--- config.mk ---
export PLATFORM = sky130hd
export DESIGN_NAME = block_range_page_splitter
export DESIGN_NICKNAME = d
export VERILOG_FILES = /design/src/rtl/brps_pkg.sv /design/src/rtl/block_range_page_splitter.sv /design/src/rtl/brps_dp.sv /design/src/rtl/brps_ctrl.sv
export SDC_FILE = /design/constraint.sdc
export NUM_CORES = 1
export LEC_CHECK = 0
export BUFFER_PORTS_ARGS = -buffer_cell sky130_fd_sc_hd__buf_2
export CAP_MARGIN = 20
export CORE_ASPECT_RATIO = 1.1
export CORE_MARGIN = 1.5
export CORE_UTILIZATION = 48
export DETAILED_ROUTE_END_ITERATION = 10
export PLACE_DENSITY = 0.78
export SLEW_MARGIN = 40
export SYNTH_ARGS = -nofsm -noshare
export SYNTH_HDL_FRONTEND = slang
export SYNTH_HIERARCHICAL = 1
export SYNTH_SLANG_ARGS = --single-unit
--- constraint.sdc ---
create_clock -name clk -period 8.6 [get_ports clk]
set_input_delay 1.72 -clock clk [delete_from_list [all_inputs] [get_ports clk]]
set_output_delay 1.72 -clock clk [all_outputs]
set_load 0.05 [all_outputs]
--- src/rtl/brps_pkg.sv ---
// Shared constants, types and control structures of the block range page splitter.
package brps_pkg;

  localparam int START_W          = 64;
  localparam int COUNT_W          = 9;
  localparam int PAGE_W           = 61;
  localparam int OFF_W            = 12;
  localparam int LEN_W            = 13;
  localparam int TOTAL_W          = 18;
  localparam int SEC_OFF_W        = 3;
  localparam int SECTOR_SHIFT     = 9;
  localparam int LEN_SEC_W        = 4;
  localparam int SECTORS_PER_PAGE = 8;
  localparam int MAX_SEGMENTS_DEF = 64;

  typedef enum logic {
    ST_IDLE,
    ST_EMIT
  } brps_state_t;

  typedef struct packed {
    logic load;
    logic step;
  } brps_cmd_t;

  typedef struct packed {
    logic req_ok;
    logic seg_last;
    logic out_free;
  } brps_status_t;

endpackage

--- src/rtl/block_range_page_splitter.sv ---
// Top level of the block range page splitter: controller plus datapath.
//
//  Channel  Direction  Handshake              Payload
//  in_      input      in_valid / in_ready    start_sector[63:0], sector_count[8:0]
//  out_     output     out_valid / out_ready  page_number[60:0], offset_bytes[11:0],
//                                             length_bytes[12:0], total_bytes[17:0],
//                                             last_segment
//
// A request is accepted while the controller is idle, and its page segments then
// issue one per cycle while the output is free; the single output register issues
// at most one segment per cycle.
// Requests with a zero sector count or more sectors than fit in MAX_SEGMENTS pages
// from the last sector of a page are taken and produce no segments.
// Reset is synchronous and active low; it returns the controller to idle and empties
// the output register.
// A stalled output holds the current segment and pauses segment issue; a new request
// is taken as soon as the last segment of the previous one sits in the output register.
module block_range_page_splitter
  import brps_pkg::*;
#(
  parameter int MAX_SEGMENTS = MAX_SEGMENTS_DEF
) (
  input  logic               clk,
  input  logic               rst_n,
  input  logic               in_valid,
  output logic               in_ready,
  input  logic [START_W-1:0] in_start_sector,
  input  logic [COUNT_W-1:0] in_sector_count,
  output logic               out_valid,
  input  logic               out_ready,
  output logic [PAGE_W-1:0]  out_page_number,
  output logic [OFF_W-1:0]   out_offset_bytes,
  output logic [LEN_W-1:0]   out_length_bytes,
  output logic [TOTAL_W-1:0] out_total_bytes,
  output logic               out_last_segment
);

  // Commands from the controller and status back from the datapath.
  brps_cmd_t    cmd;
  brps_status_t status;

  // The controller decides when a request transfer is taken and when the next
  // segment may move into the output register.
  brps_ctrl u_ctrl (
    .clk      (clk),
    .rst_n    (rst_n),
    .in_valid (in_valid),
    .in_ready (in_ready),
    .status   (status),
    .cmd      (cmd)
  );

  // The datapath holds the request, walks the pages one per segment and forms
  // each segment's offset and length from the first and last sector positions.
  brps_dp #(
    .MAX_SEGMENTS (MAX_SEGMENTS)
  ) u_dp (
    .clk              (clk),
    .rst_n            (rst_n),
    .cmd              (cmd),
    .status           (status),
    .in_start_sector  (in_start_sector),
    .in_sector_count  (in_sector_count),
    .out_valid        (out_valid),
    .out_ready        (out_ready),
    .out_page_number  (out_page_number),
    .out_offset_bytes (out_offset_bytes),
    .out_length_bytes (out_length_bytes),
    .out_total_bytes  (out_total_bytes),
    .out_last_segment (out_last_segment)
  );

endmodule

--- src/rtl/brps_dp.sv ---
// Datapath of the page splitter: request registers, segment counters and output register.
module brps_dp
  import brps_pkg::*;
#(
  parameter int MAX_SEGMENTS = MAX_SEGMENTS_DEF
) (
  input  logic                clk,
  input  logic                rst_n,
  input  brps_cmd_t           cmd,
  output brps_status_t        status,
  input  logic [START_W-1:0]  in_start_sector,
  input  logic [COUNT_W-1:0]  in_sector_count,
  output logic                out_valid,
  input  logic                out_ready,
  output logic [PAGE_W-1:0]   out_page_number,
  output logic [OFF_W-1:0]    out_offset_bytes,
  output logic [LEN_W-1:0]    out_length_bytes,
  output logic [TOTAL_W-1:0]  out_total_bytes,
  output logic                out_last_segment
);

  localparam int CNT_W = $clog2(MAX_SEGMENTS + 1);
  localparam int LIMIT = MAX_SEGMENTS * SECTORS_PER_PAGE - 7;
  localparam int SUM_W = COUNT_W + 1;

  logic [PAGE_W-1:0]    page_r, page_nxt;
  logic [SEC_OFF_W-1:0] off_sec_r, off_sec_nxt;
  logic [SEC_OFF_W-1:0] end_low_r, end_low_nxt;
  logic [COUNT_W-1:0]   count_r, count_nxt;
  logic [CNT_W-1:0]     left_r, left_nxt;
  logic                 first_r, first_nxt;

  logic                 out_valid_r, out_valid_nxt;
  logic [PAGE_W-1:0]    out_page_r;
  logic [OFF_W-1:0]     out_off_r;
  logic [LEN_W-1:0]     out_len_r;
  logic [TOTAL_W-1:0]   out_total_r;
  logic                 out_last_r;

  logic [SUM_W-1:0]     end_sum;
  logic [SUM_W-1:0]     page_sum;
  logic [SUM_W-4:0]     pages;
  logic                 seg_last;
  logic [LEN_SEC_W-1:0] len_sec;

  // Sector at which the request ends, counted from its first page.
  assign end_sum  = SUM_W'(in_sector_count) + SUM_W'(in_start_sector[SEC_OFF_W-1:0]);
  assign page_sum = end_sum + SUM_W'(SECTORS_PER_PAGE - 1);
  assign pages    = page_sum[SUM_W-1:SEC_OFF_W];

  assign seg_last = (left_r == CNT_W'(1));

  always_comb begin
    if (first_r && seg_last) begin
      len_sec = count_r[LEN_SEC_W-1:0];
    end else if (first_r) begin
      len_sec = LEN_SEC_W'(SECTORS_PER_PAGE) - LEN_SEC_W'(off_sec_r);
    end else if (seg_last && (end_low_r != '0)) begin
      len_sec = LEN_SEC_W'(end_low_r);
    end else begin
      len_sec = LEN_SEC_W'(SECTORS_PER_PAGE);
    end
  end

  always_comb begin
    page_nxt    = page_r;
    off_sec_nxt = off_sec_r;
    end_low_nxt = end_low_r;
    count_nxt   = count_r;
    left_nxt    = left_r;
    first_nxt   = first_r;
    if (cmd.load) begin
      page_nxt    = in_start_sector[START_W-1:SEC_OFF_W];
      off_sec_nxt = in_start_sector[SEC_OFF_W-1:0];
      end_low_nxt = end_sum[SEC_OFF_W-1:0];
      count_nxt   = in_sector_count;
      left_nxt    = pages[CNT_W-1:0];
      first_nxt   = 1'b1;
    end else if (cmd.step) begin
      page_nxt  = page_r + PAGE_W'(1);
      left_nxt  = left_r - CNT_W'(1);
      first_nxt = 1'b0;
    end
  end

  always_comb begin
    if (cmd.step) begin
      out_valid_nxt = 1'b1;
    end else if (out_ready) begin
      out_valid_nxt = 1'b0;
    end else begin
      out_valid_nxt = out_valid_r;
    end
  end

  always_ff @(posedge clk) begin
    if (!rst_n) begin
      left_r      <= '0;
      first_r     <= 1'b0;
      out_valid_r <= 1'b0;
    end else begin
      left_r      <= left_nxt;
      first_r     <= first_nxt;
      out_valid_r <= out_valid_nxt;
    end
  end

  always_ff @(posedge clk) begin
    page_r    <= page_nxt;
    off_sec_r <= off_sec_nxt;
    end_low_r <= end_low_nxt;
    count_r   <= count_nxt;
    if (cmd.step) begin
      out_page_r  <= page_r;
      out_off_r   <= first_r ? {off_sec_r, {SECTOR_SHIFT{1'b0}}} : '0;
      out_len_r   <= {len_sec, {SECTOR_SHIFT{1'b0}}};
      out_total_r <= {count_r, {SECTOR_SHIFT{1'b0}}};
      out_last_r  <= seg_last;
    end
  end

  assign status.req_ok   = (in_sector_count != '0) && (in_sector_count <= COUNT_W'(LIMIT));
  assign status.seg_last = seg_last;
  assign status.out_free = !out_valid_r || out_ready;

  assign out_valid        = out_valid_r;
  assign out_page_number  = out_page_r;
  assign out_offset_bytes = out_off_r;
  assign out_length_bytes = out_len_r;
  assign out_total_bytes  = out_total_r;
  assign out_last_segment = out_last_r;

`ifndef SYNTHESIS
  a_step_has_work: assert property (@(posedge clk) disable iff (!rst_n)
    cmd.step |-> (left_r != '0))
    else $error("segment issued with no segments left");

  a_step_into_free_slot: assert property (@(posedge clk) disable iff (!rst_n)
    cmd.step |-> (!out_valid_r || out_ready))
    else $error("segment overwrote an untaken result");

  a_no_load_during_step: assert property (@(posedge clk) disable iff (!rst_n)
    !(cmd.load && cmd.step))
    else $error("request loaded while segments were being issued");

  a_last_empties: assert property (@(posedge clk) disable iff (!rst_n)
    (cmd.step && seg_last) |=> (left_r == '0) && out_last_segment)
    else $error("final segment did not close the request");
`endif

endmodule

--- src/rtl/brps_ctrl.sv ---
// Controller state machine of the page splitter.
module brps_ctrl
  import brps_pkg::*;
(
  input  logic         clk,
  input  logic         rst_n,
  input  logic         in_valid,
  output logic         in_ready,
  input  brps_status_t status,
  output brps_cmd_t    cmd
);

  brps_state_t state_r, state_nxt;

  always_comb begin
    state_nxt = state_r;
    case (state_r)
      ST_IDLE: begin
        if (in_valid && status.req_ok) begin
          state_nxt = ST_EMIT;
        end
      end
      ST_EMIT: begin
        if (status.out_free && status.seg_last) begin
          state_nxt = ST_IDLE;
        end
      end
      default: state_nxt = ST_IDLE;
    endcase
  end

  always_comb begin
    in_ready = 1'b0;
    cmd      = '0;
    case (state_r)
      ST_IDLE: begin
        in_ready = 1'b1;
        cmd.load = in_valid && status.req_ok;
      end
      ST_EMIT: begin
        cmd.step = status.out_free;
      end
      default: begin
        in_ready = 1'b0;
      end
    endcase
  end

  always_ff @(posedge clk) begin
    if (!rst_n) begin
      state_r <= ST_IDLE;
    end else begin
      state_r <= state_nxt;
    end
  end

`ifndef SYNTHESIS
  a_emit_leaves_only_on_last: assert property (@(posedge clk) disable iff (!rst_n)
    (state_r == ST_EMIT && !(status.out_free && status.seg_last)) |=> (state_r == ST_EMIT))
    else $error("request abandoned before its final segment");

  a_load_starts_emit: assert property (@(posedge clk) disable iff (!rst_n)
    cmd.load |=> (state_r == ST_EMIT) && !in_ready)
    else $error("accepted request did not start segment issue");

  a_no_step_when_idle: assert property (@(posedge clk) disable iff (!rst_n)
    (state_r == ST_IDLE) |-> !cmd.step)
    else $error("segment issued while idle");
`endif

endmodule

==> flow_metrics.env, run 1 <==
export IMPL_top_usage_layer="met2"
export IMPL_synth_simple_gate_area_share_pct=16.96
export IMPL_setup_total_negative_slack_ps=0
export IMPL_rsz_0062_raised_after_global_routing="false"
export IMPL_worst_pin_slew_ps=766.3
export IMPL_num_rows=48
export IMPL_area_of_the_mapped_netlist_um2=7826
export IMPL_inserted_clock_buffers=17
export IMPL_syn_inst=666
export IMPL_synthMostInstantiatedCell="sky130_fd_sc_hd__edfxtp_1"
export IMPL_post_synth_fa_ha_maj_area_fraction_pct=1.375
export IMPL_count_of_pins_on_the_block_boundary=184
export IMPL_main_combinational_cell_family_by_area_after_synthesis="simple AND/OR/NAND/NOR gates"
export IMPL_gr_total_overflow=0
export IMPL_grt_pass1_vias=5330
export IMPL_drt_pass1_iter_count=5
export IMPL_slew_viol_final=0
export IMPL_post_cts_resized_instances=0
export IMPL_maxCapViolations=0
export IMPL_async_reset_ff_share_pct=0
export IMPL_place_gp_congestion=0.8150
export IMPL_yosys_area_top_type="sky130_fd_sc_hd__edfxtp_1"
export IMPL_global_route_usage_met1_pct=26.47
export IMPL_cts_num_sinks=164
export IMPL_hold_buffers=0
export IMPL_grt_met2_use_pct=33.21
export IMPL_yosys_area_share_xor_xnor_pct=4.700
export IMPL_hold_path_class="reg2reg"
export IMPL_crit_reg2reg_capture="u_dp/page_r[42]$_DFFE_PP_"
export IMPL_place_detailed_hpwl_um=11650
export IMPL_avgRoutedWirePerCell_um=16.59
export IMPL_yosys_most_used_dff="sky130_fd_sc_hd__edfxtp_1"
export IMPL_fin_worst_skew_ps=9.997
export IMPL_final_hold_violations=0
export IMPL_synth_ff_latch_count=164
export IMPL_worst_ep_required_time_ps=8650
export IMPL_port_buffers=156
export IMPL_wirelength_um=17160
export IMPL_core_region_area_um2=15800
export IMPL_run_status="completed"
export IMPL_share_of_post_route_cells_with_drive_strength_above_1_pct=24.73
export IMPL_clock_insertion_delay_worst_skew_ps=430
export IMPL_crit_end="u_dp/page_r[49]$_DFFE_PP_"
export IMPL_power_density_nw_per_um2=237.2
export IMPL_drc=0
export IMPL_leakagePower_nw=3.470
export IMPL_synth_compound_area_share_pct=9.864
export IMPL_avgViaCountPerCell=5.625
export IMPL_h_tree_lvl_count=4
export IMPL_count_of_flip_flops_with_a_built_in_enable_after_synthesis=154
export IMPL_slew_headroom_pct=48.92
export IMPL_synth_top_area_share_pct=59.09
export IMPL_number_of_drc_markers_in_iteration_0=530
export IMPL_post_route_antenna_net_violation_count=0
export IMPL_setup_worst_path_start="in_sector_count[5]"
export IMPL_synth_top_cells_by_count="sky130_fd_sc_hd__edfxtp_1, sky130_fd_sc_hd__nand2_1, sky130_fd_sc_hd__o21ai_0, sky130_fd_sc_hd__nor2_1"
export IMPL_worst_path_max_fanout=59
export IMPL_synth_distinct_cells=54
export IMPL_grt_start_max_net_pins=100
export IMPL_setup_viol_count_final=0
export IMPL_total_die_area_um2=17080
export IMPL_die_h_um=136.9
export IMPL_final_net_count=905
export IMPL_layout_filler_cells=1308
export IMPL_cts_root_buffer="sky130_fd_sc_hd__clkbuf_16"
export IMPL_muxShareOfSynthArea_pct=0.2878
export IMPL_final_min_period_over_clock_period_pct=42.52
export IMPL_ir_worst_vdd_mv=0.1406
export IMPL_syn_to_final_growth_pct=19.09
export IMPL_period_minus_slack_ps=3657
export IMPL_synth_warning_count=6
export IMPL_regToRegSetupSlack_ps=5800
export IMPL_wire_length_of_the_first_global_routing_pass_um=27090
export IMPL_antenna_violations_before_repair=2
export IMPL_cts_max_path_buffers=2
export IMPL_clkSlewWorstSetupHoldPaths_ps=60
export IMPL_post_synth_cell_area_avg_um2=11.75
export IMPL_cp_start_kind="input pin"
export IMPL_tritoncts="yes"
export IMPL_yosysSeqAreaShare_pct=61.65
export IMPL_synth_area_top_cells="sky130_fd_sc_hd__edfxtp_1, sky130_fd_sc_hd__o21ai_0, sky130_fd_sc_hd__xor2_1, sky130_fd_sc_hd__nand2_1, sky130_fd_sc_hd__buf_4"
export IMPL_worst_setup_path_end_kind="flop"
export IMPL_crit_type="in2reg"
export IMPL_post_cts_repair_setup_buffers=0
export IMPL_ff2ff_path_depth=5
export IMPL_fmaxAchievable_mhz=273.5
export IMPL_r2r_path_start="u_dp/page_r[0]$_DFFE_PP_"
export IMPL_floorplan_initialDensity_pct=49.55
export IMPL_fp_dieW_um=124.7
export IMPL_gr_usage_all_layers_pct=20.36
export IMPL_cp_arrival_ps=3710
export IMPL_total_power_w=0.002211
export IMPL_global_route_usage_met3_pct=5.356
export IMPL_dr_total_vias=5816
==> worst min-delay path by stage <==
stage / from / end / slack [ps] / cells after the start
3_5_place_dp: u_dp/count_r[8]$_DFFE_PP_ / u_dp/out_total_bytes[17]$_DFFE_PP_ / 410 / 0
3_3_place_gp: u_dp/count_r[4]$_DFFE_PP_ / u_dp/out_total_bytes[13]$_DFFE_PP_ / 410 / 0
2_1_floorplan: u_dp/count_r[4]$_DFFE_PP_ / u_dp/out_total_bytes[13]$_DFFE_PP_ / 400 / 0
5_1_grt: u_dp/count_r[8]$_DFFE_PP_ / u_dp/out_total_bytes[17]$_DFFE_PP_ / 430 / 0
4_1_cts: u_dp/count_r[8]$_DFFE_PP_ / u_dp/out_total_bytes[17]$_DFFE_PP_ / 420 / 0
6_report: u_dp/count_r[8]$_DFFE_PP_ / u_dp/out_total_bytes[17]$_DFFE_PP_ / 430 / 0
==> where the power goes <==
group | leakage, nW | switching, W | internal [W]
registers | 1.56 | 0.0000766 | 0.000996
clock network | 0.286 | 0.000287 | 0.000471
logic | 1.62 | 0.000277 | 0.000104
total | 3.47 | 0.000640 | 0.00157
==> metrics by stage <==
step	instance area (um^2)	worst slack (ps)	utilization (%)	hold WS (ps)	instances
final	9320	4943	59.01	426.0	1034
after global routing	9320	4762	59.01	428.7	1034
after CTS	9318	4952	58.99	420.8	1033
after detailed placement	8733	4513	55.29	406.2	1001
after global placement	8687	4291	55.00	405.4	999
after floorplan	7924	3281	-	400.3	692
==> layout by cell type (no fill, tap or decap), types with 12 or more instances in the layout <==
cell type                   count
sky130_fd_sc_hd__buf_2        156
sky130_fd_sc_hd__edfxtp_1     154
sky130_fd_sc_hd__nand2_1       63
sky130_fd_sc_hd__o21ai_0       54
sky130_fd_sc_hd__nor2_1        43
sky130_fd_sc_hd__a31oi_1       29
sky130_fd_sc_hd__nand4_1       29
sky130_fd_sc_hd__xor2_1        28
sky130_fd_sc_hd__conb_1        27
sky130_fd_sc_hd__nand3_1       25
sky130_fd_sc_hd__inv_1         21
sky130_fd_sc_hd__clkbuf_16     17
sky130_fd_sc_hd__or3_1         14
sky130_fd_sc_hd__xnor2_1       14
sky130_fd_sc_hd__nor3_1        13
sky130_fd_sc_hd__o31ai_1       12
sky130_fd_sc_hd__or4_1         12
==> registers in the layout (all words and copies together) (netlist names) <==
name / count
u_dp/out_total_bytes: 9
u_dp/out_length_bytes: 4
u_dp/left_r: 7
u_dp/out_page_number: 61
u_dp/end_low_r: 3
u_dp/page_r: 61
u_dp/count_r: 9
u_dp/off_sec_r: 3
u_dp/out_valid: 1
u_ctrl/state_r: 1
u_dp/out_offset_bytes: 3
u_dp/first_r: 1
u_dp/out_last_segment: 1
==> routing by layer <==
metal	vias up	share of wire, %
li1	2778	-
met1	2735	43
met2	274	47
met3	27	7.7
met4	2	1.4
met5	-	0.076
==> kinds of logic (layout without fill, tap and decap cells) <==
kind of cell	after synthesis	count (layout)
and+or+nand+nor	245	245
DFF	164	164
AOI/OAI and AO/OA	127	127
buffers and inverters	77	218
xor gates and xnor gates	42	42
adders and majority gates	8	8
muxes	2	2
other	1	28
==> critical path, cell delays in order <==
cell and delay [ps]:
sky130_fd_sc_hd__buf_2 140, sky130_fd_sc_hd__and3_1 200, sky130_fd_sc_hd__nand2_1 120, sky130_fd_sc_hd__nor3_1 60, sky130_fd_sc_hd__a31oi_1 210, sky130_fd_sc_hd__and3_4 250
sky130_fd_sc_hd__inv_4 190, sky130_fd_sc_hd__nand2_2 180, sky130_fd_sc_hd__buf_4 630
==> area by class of cell <==
type / count / area (um^2) / share of cell area [%]
antenna: 1 / 2.502 / 0.02685
clock buffer: 26 / 479.2 / 5.142
clock inverter: 6 / 105.1 / 1.128
inverter: 23 / 88.84 / 0.9531
multi-input combinational: 451 / 2708 / 29.05
sequential: 164 / 4825 / 51.77
tap: 200 / 250.2 / 2.685
timing repair buffer: 163 / 862.1 / 9.250
Note: power is estimated with default switching activity, not from simulation.
==> inputs of run 2 (changes only) <==
clock period = 3.7 ns   (was 8.6 ns; I/O delays follow)
==> run 2 against run 1 <==
Design area decreased by 0.64%. Worst hold slack got worse by 5.7 ps. Sequential cell count unchanged. Setup slack got worse by 4000 ps. Highest routed layer is now met4. Register-to-register slack got worse by 4900 ps. Critical path type is now reg2reg. Non-clock buffer count unchanged.
==> flow_metrics.env, run 2 (synthesis results as in run 1) <==
export IMPL_run_status="completed"
export IMPL_number_of_drc_markers_in_iteration_0=635
export IMPL_cts_num_sinks=164
export IMPL_rsz_0062_raised_after_global_routing="false"
export IMPL_antenna_violations_before_repair=0
export IMPL_place_detailed_hpwl_um=11920
export IMPL_floorplan_initialDensity_pct=49.55
export IMPL_fmaxAchievable_mhz=363.5
export IMPL_worst_setup_path_end_kind="flop"
export IMPL_fin_worst_skew_ps=7.444
export IMPL_worst_ep_required_time_ps=3970
export IMPL_power_density_nw_per_um2=539.4
export IMPL_worst_path_max_fanout=15
export IMPL_fp_dieW_um=124.7
export IMPL_avgViaCountPerCell=5.554
export IMPL_drt_pass1_iter_count=5
export IMPL_core_region_area_um2=15800
export IMPL_inserted_clock_buffers=17
export IMPL_total_area_of_multi_input_combinational_cells_um2=2721
export IMPL_drc=0
export IMPL_slew_viol_final=0
export IMPL_total_die_area_um2=17080
export IMPL_wirelength_um=17270
export IMPL_slowest_cp_cell="sky130_fd_sc_hd__or4_1"
export IMPL_series_of_cell_instances_along_the_critical_path="ha_1 > and2_1 > nand3_1 > or4_1 > a31oi_1"
export IMPL_leakagePower_nw=3.427
export IMPL_setup_total_negative_slack_ps=0
export IMPL_clock_insertion_delay_worst_skew_ps=420
export IMPL_layout_cells_most_common_list="sky130_fd_sc_hd__buf_2, sky130_fd_sc_hd__edfxtp_1, sky130_fd_sc_hd__nand2_1"
export IMPL_avgRoutedWirePerCell_um=16.72
export IMPL_slew_headroom_pct=50.11
export IMPL_die_h_um=136.9
export IMPL_hold_worst_slack_ps=420.3
export IMPL_gr_usage_all_layers_pct=20.25
export IMPL_post_cts_resized_instances=0
export IMPL_post_route_antenna_net_violation_count=0
export IMPL_maxCapViolations=0
export IMPL_port_buffers=156
export IMPL_storage_cell_area_um2=4825
export IMPL_syn_to_final_growth_pct=18.32
export IMPL_period_minus_slack_ps=2751
export IMPL_h_tree_lvl_count=4
export IMPL_hold_path_class="reg2reg"
export IMPL_tritoncts="yes"
export IMPL_setup_viol_count_final=0
export IMPL_max_stage_delay_ps=620
export IMPL_share_of_post_route_cells_with_drive_strength_above_1_pct=24.97
export IMPL_post_cts_repair_setup_buffers=0
export IMPL_antenna_cells_inserted=0
export IMPL_gr_total_overflow=0
export IMPL_cts_root_buffer="sky130_fd_sc_hd__clkbuf_16"
export IMPL_cts_max_path_buffers=2
export IMPL_worst_pin_slew_ps=741.5
export IMPL_final_net_count=905
export IMPL_wire_length_of_the_first_global_routing_pass_um=26830
export IMPL_cp_start_kind="flop"
export IMPL_ir_worst_vdd_mv=0.3023
export IMPL_layout_filler_cells=1300
export IMPL_crit_type="reg2reg"
export IMPL_grt_start_max_net_pins=62
export IMPL_clkSlewWorstSetupHoldPaths_ps=60
export IMPL_final_hold_violations=0
export IMPL_count_of_pins_on_the_block_boundary=184
export IMPL_cp_arrival_ps=3020
export IMPL_layout_commonest_cell="sky130_fd_sc_hd__buf_2"
export IMPL_final_min_period_over_clock_period_pct=74.36
export IMPL_grt_pass1_vias=5239
export IMPL_hold_buffers=0
export IMPL_total_power_w=0.004994
export IMPL_dr_total_vias=5737
export IMPL_num_rows=48
export IMPL_place_gp_congestion=0.8281
run 2: changes by cell type in the layout (fill, tap and decap cells not counted), moves of 2 or more:
cell | previous run | this run
sky130_fd_sc_hd__clkinvlp_4 | 0 | 5
sky130_fd_sc_hd__bufinv_16 | 3 | 1
sky130_fd_sc_hd__clkbuf_1 | 7 | 5
sky130_fd_sc_hd__buf_4 | 4 | 6
sky130_fd_sc_hd__buf_12 | 2 | 0
run 2: layout make-up:
| type | instances | share of cell area, % |
|---|---|---|
| inverter | 23 | 0.9323 |
| clock buffer | 23 | 4.945 |
| timing repair buffer | 163 | 9.039 |
| tap | 200 | 2.702 |
| multi-input combinational | 451 | 29.39 |
| clock inverter | 9 | 0.8918 |
| sequential | 164 | 52.10 |
run 2: metrics by stage:
step	setup WS (ps)	utilization (%)	cells	cell area, um^2
after floorplan	224.2	-	692	7931
after global placement	756.2	55.13	1001	8707
after detailed placement	660.9	55.13	1001	8707
after CTS	959.2	58.55	1033	9248
after global routing	749.6	58.63	1033	9260
final	948.7	58.63	1033	9260
run 2: path summary, 6_finish.rpt:
path                                   from                                  to  slack [ps]  cells after the start
setup / recovery   u_dp/page_r[0]$_DFFE_PP_           u_dp/page_r[42]$_DFFE_PP_         950                      5
hold / removal    u_dp/count_r[8]$_DFFE_PP_  u_dp/out_total_bytes[17]$_DFFE_PP_         420                      0
setup reg to reg   u_dp/page_r[0]$_DFFE_PP_           u_dp/page_r[42]$_DFFE_PP_         950                      5
hold reg to reg   u_dp/count_r[8]$_DFFE_PP_  u_dp/out_total_bytes[17]$_DFFE_PP_         420                      0
run 2: worst max-delay path: cells and delay by family (launching register included):
family                     cells  cell delay, ps
and+or+nand+nor                3            1750
AOI/OAI and AO/OA              1             170
DFF                            1             410
adders and majority gates      1             260
run 2: layer usage:
layer	share of wire (%)	wire length (um)	global-route usage [%]	vias up
met5	0	0	0	-
met4	1.3	220	7.216	0
met3	7.1	1221	4.222	18
met2	50	8649	34.04	270
met1	42	7180	26.25	2670
li1	-	-	-	2779
run 2: where the power goes:
group          switching (W)  total, W  internal, W
clock network       0.000680   0.00162     0.000939
registers           0.000172   0.00249      0.00232
logic               0.000651  0.000888     0.000237
==> inputs of run 3 (changes only) <==
PLACE_DENSITY = 0.8   (was 0.78)
clock period = 2.4 ns   (was 3.7 ns; I/O delays follow)
==> run 3 against run 2 <==
Sequential share of layout area is 2.0 points lower. Total power is 60% higher. Non-clock buffer count is 28 higher. Largest power group unchanged. Sequential power is 53% higher. Clock power is 65% higher. Combinational power is 70% higher. Cell count is 3.0% higher.
==> flow_metrics.env, run 3 (synthesis results as in run 1) <==
export IMPL_run_status="completed"
export IMPL_die_h_um=136.9
export IMPL_grt_start_max_net_pins=64
export IMPL_leakagePower_nw=3.634
export IMPL_cp_arrival_ps=2550
export IMPL_gr_usage_all_layers_pct=21.53
export IMPL_layout_filler_cells=1309
export IMPL_h_tree_lvl_count=4
export IMPL_layout_commonest_cell="sky130_fd_sc_hd__buf_2"
export IMPL_grt_pass1_vias=5877
export IMPL_power_net_switching_w=0.002372
export IMPL_core_region_area_um2=15800
export IMPL_hold_path_class="in2reg"
export IMPL_cts_root_buffer="sky130_fd_sc_hd__clkbuf_16"
export IMPL_place_inst=1028
export IMPL_worst_pin_slew_ps=694.1
export IMPL_gr_total_overflow=0
export IMPL_tritoncts="yes"
export IMPL_floorplan_initialDensity_pct=49.55
export IMPL_wire_length_of_the_first_global_routing_pass_um=28750
export IMPL_layout_cells_most_common_list="sky130_fd_sc_hd__buf_2, sky130_fd_sc_hd__edfxtp_1, sky130_fd_sc_hd__nand2_1"
export IMPL_antenna_violations_before_repair=4
export IMPL_port_buffers=156
export IMPL_worst_ep_required_time_ps=2660
export IMPL_combinationalPowerShare_pct=18.9
export IMPL_slew_viol_final=0
export IMPL_rsz_0062_raised_after_global_routing="true"
export IMPL_period_minus_slack_ps=2285
export IMPL_worst_setup_path_end_kind="flop"
export IMPL_number_of_drc_markers_in_iteration_0=502
export IMPL_fin_worst_skew_ps=11.08
export IMPL_total_area_of_multi_input_combinational_cells_um2=2758
export IMPL_wirelength_um=18200
export IMPL_fp_dieW_um=124.7
export IMPL_avgViaCountPerCell=5.661
export IMPL_clock_share_of_power_pct=33.5
export IMPL_final_hold_violations=0
export IMPL_power_share_sequential_pct=47.6
export IMPL_final_instance_count_excl_fill=1064
export IMPL_cts_max_path_buffers=2
export IMPL_cp_start_kind="flop"
export IMPL_netSwitchingFraction_pct=29.68
export IMPL_dr_total_vias=6023
export IMPL_place_gp_congestion=0.8212
export IMPL_share_of_post_route_cells_with_drive_strength_above_1_pct=28.22
export IMPL_hold_buffers=0
export IMPL_slew_headroom_pct=53.72
export IMPL_drt_pass1_iter_count=6
export IMPL_crit_type="reg2reg"
export IMPL_worst_slack_at_placement_ps=-60.99
export IMPL_count_of_pins_on_the_block_boundary=184
export IMPL_ir_worst_vdd_mv=0.4324
export IMPL_intPower_w=0.005619
export IMPL_clock_insertion_delay_worst_skew_ps=430
export IMPL_drc=0
export IMPL_maxCapViolations=0
export IMPL_setup_viol_count_final=0
export IMPL_cts_num_sinks=164
export IMPL_fmaxAchievable_mhz=437.7
export IMPL_total_die_area_um2=17080
export IMPL_num_rows=48
export IMPL_setup_slack_ps=115.3
export IMPL_inserted_clock_buffers=17
export IMPL_power_density_nw_per_um2=830.4
export IMPL_place_detailed_hpwl_um=12540
export IMPL_clkSlewWorstSetupHoldPaths_ps=60
export IMPL_avgRoutedWirePerCell_um=17.11
export IMPL_final_net_count=933
export IMPL_final_min_period_over_clock_period_pct=95.20
export IMPL_worst_path_max_fanout=13
export IMPL_storage_cell_area_um2=4826
export IMPL_post_route_antenna_net_violation_count=0
export IMPL_syn_to_final_growth_pct=22.97
[run 3: changes by cell type in the layout (fill, tap and decap cells not counted), moves of 3 or more]
cell                         previous run  this run
sky130_fd_sc_hd__clkbuf_16             17        20
sky130_fd_sc_hd__buf_12                 0         5
sky130_fd_sc_hd__diode_2                0         3
sky130_fd_sc_hd__buf_4                  6        30
sky130_fd_sc_hd__clkinvlp_4             5         2
[run 3: area by class of cell]
cell class                 instances  area share (%)
inverter                          23          0.9230
clock inverter                     7          0.7150
sequential                       164           50.14
clock buffer                      25           5.395
multi-input combinational        451           28.65
antenna                            3         0.07800
timing repair buffer             191           11.49
tap                              200           2.600
[run 3: power groups by stage]
stage | Combinational [W] | Sequential (W) | Clock [W]
floorplan | 0.000684 | 0.00423 | 0
global placement | 0.00146 | 0.00384 | 0
detailed placement | 0.00150 | 0.00386 | 0
CTS | 0.00151 | 0.00380 | 0.00272
global route | 0.00163 | 0.00384 | 0.00283
finish | 0.00151 | 0.00380 | 0.00268
[run 3: through the flow]
| step | util, % | hold WS (ps) | instance area [um^2] | total power (W) | setup TNS, ps |
|---|---|---|---|---|---|
| detailed placement | 57.10 | 405.2 | 9019 | 0.005356 | -230.8 |
| CTS | 60.82 | 241.0 | 9607 | 0.008030 | 0 |
| floorplan | - | 400.3 | 8025 | 0.004910 | 0 |
| global route | 60.92 | 241.0 | 9622 | 0.008298 | -21.36 |
| global placement | 57.10 | 403.9 | 9019 | 0.005300 | -1.590 |
| finish | 60.93 | 249.0 | 9624 | 0.007992 | 0 |
[run 3: worst max-delay path, cell delays in order, from the launching register on]
cell and delay (ps):
sky130_fd_sc_hd__edfxtp_1 460, sky130_fd_sc_hd__nand4_1 200, sky130_fd_sc_hd__nor2_2 210, sky130_fd_sc_hd__buf_12 150
sky130_fd_sc_hd__buf_4 180, sky130_fd_sc_hd__nand4_1 260, sky130_fd_sc_hd__or4_1 470, sky130_fd_sc_hd__a31oi_1 190
[run 3: metal layers]
metal  GRT usage [%]  share of wire, %
met5               0             0.038
met4           8.748               1.9
met3           6.138               7.0
met2           37.76                51
met1           25.02                40
[run 3: what timing repair did]
| item | 4_1_cts | 5_1_grt |
|---|---|---|
| setup buffers | 0 | 1 |
| setup endpoints to repair | 0 | 4 |
| gates resized for setup | 0 | 1 |
[run 3: final timing paths]
path / start / endpoint / slack (ps) / cells after the start
hold reg to reg: u_dp/count_r[5]$_DFFE_PP_ / u_dp/out_total_bytes[14]$_DFFE_PP_ / 430 / 0
setup / recovery: u_dp/page_r[14]$_DFFE_PP_ / u_dp/page_r[39]$_DFFE_PP_ / 120 / 7
hold / removal: in_start_sector[0] / u_dp/off_sec_r[0]$_DFFE_PP_ / 250 / 1
setup reg to reg: u_dp/page_r[14]$_DFFE_PP_ / u_dp/page_r[39]$_DFFE_PP_ / 120 / 7
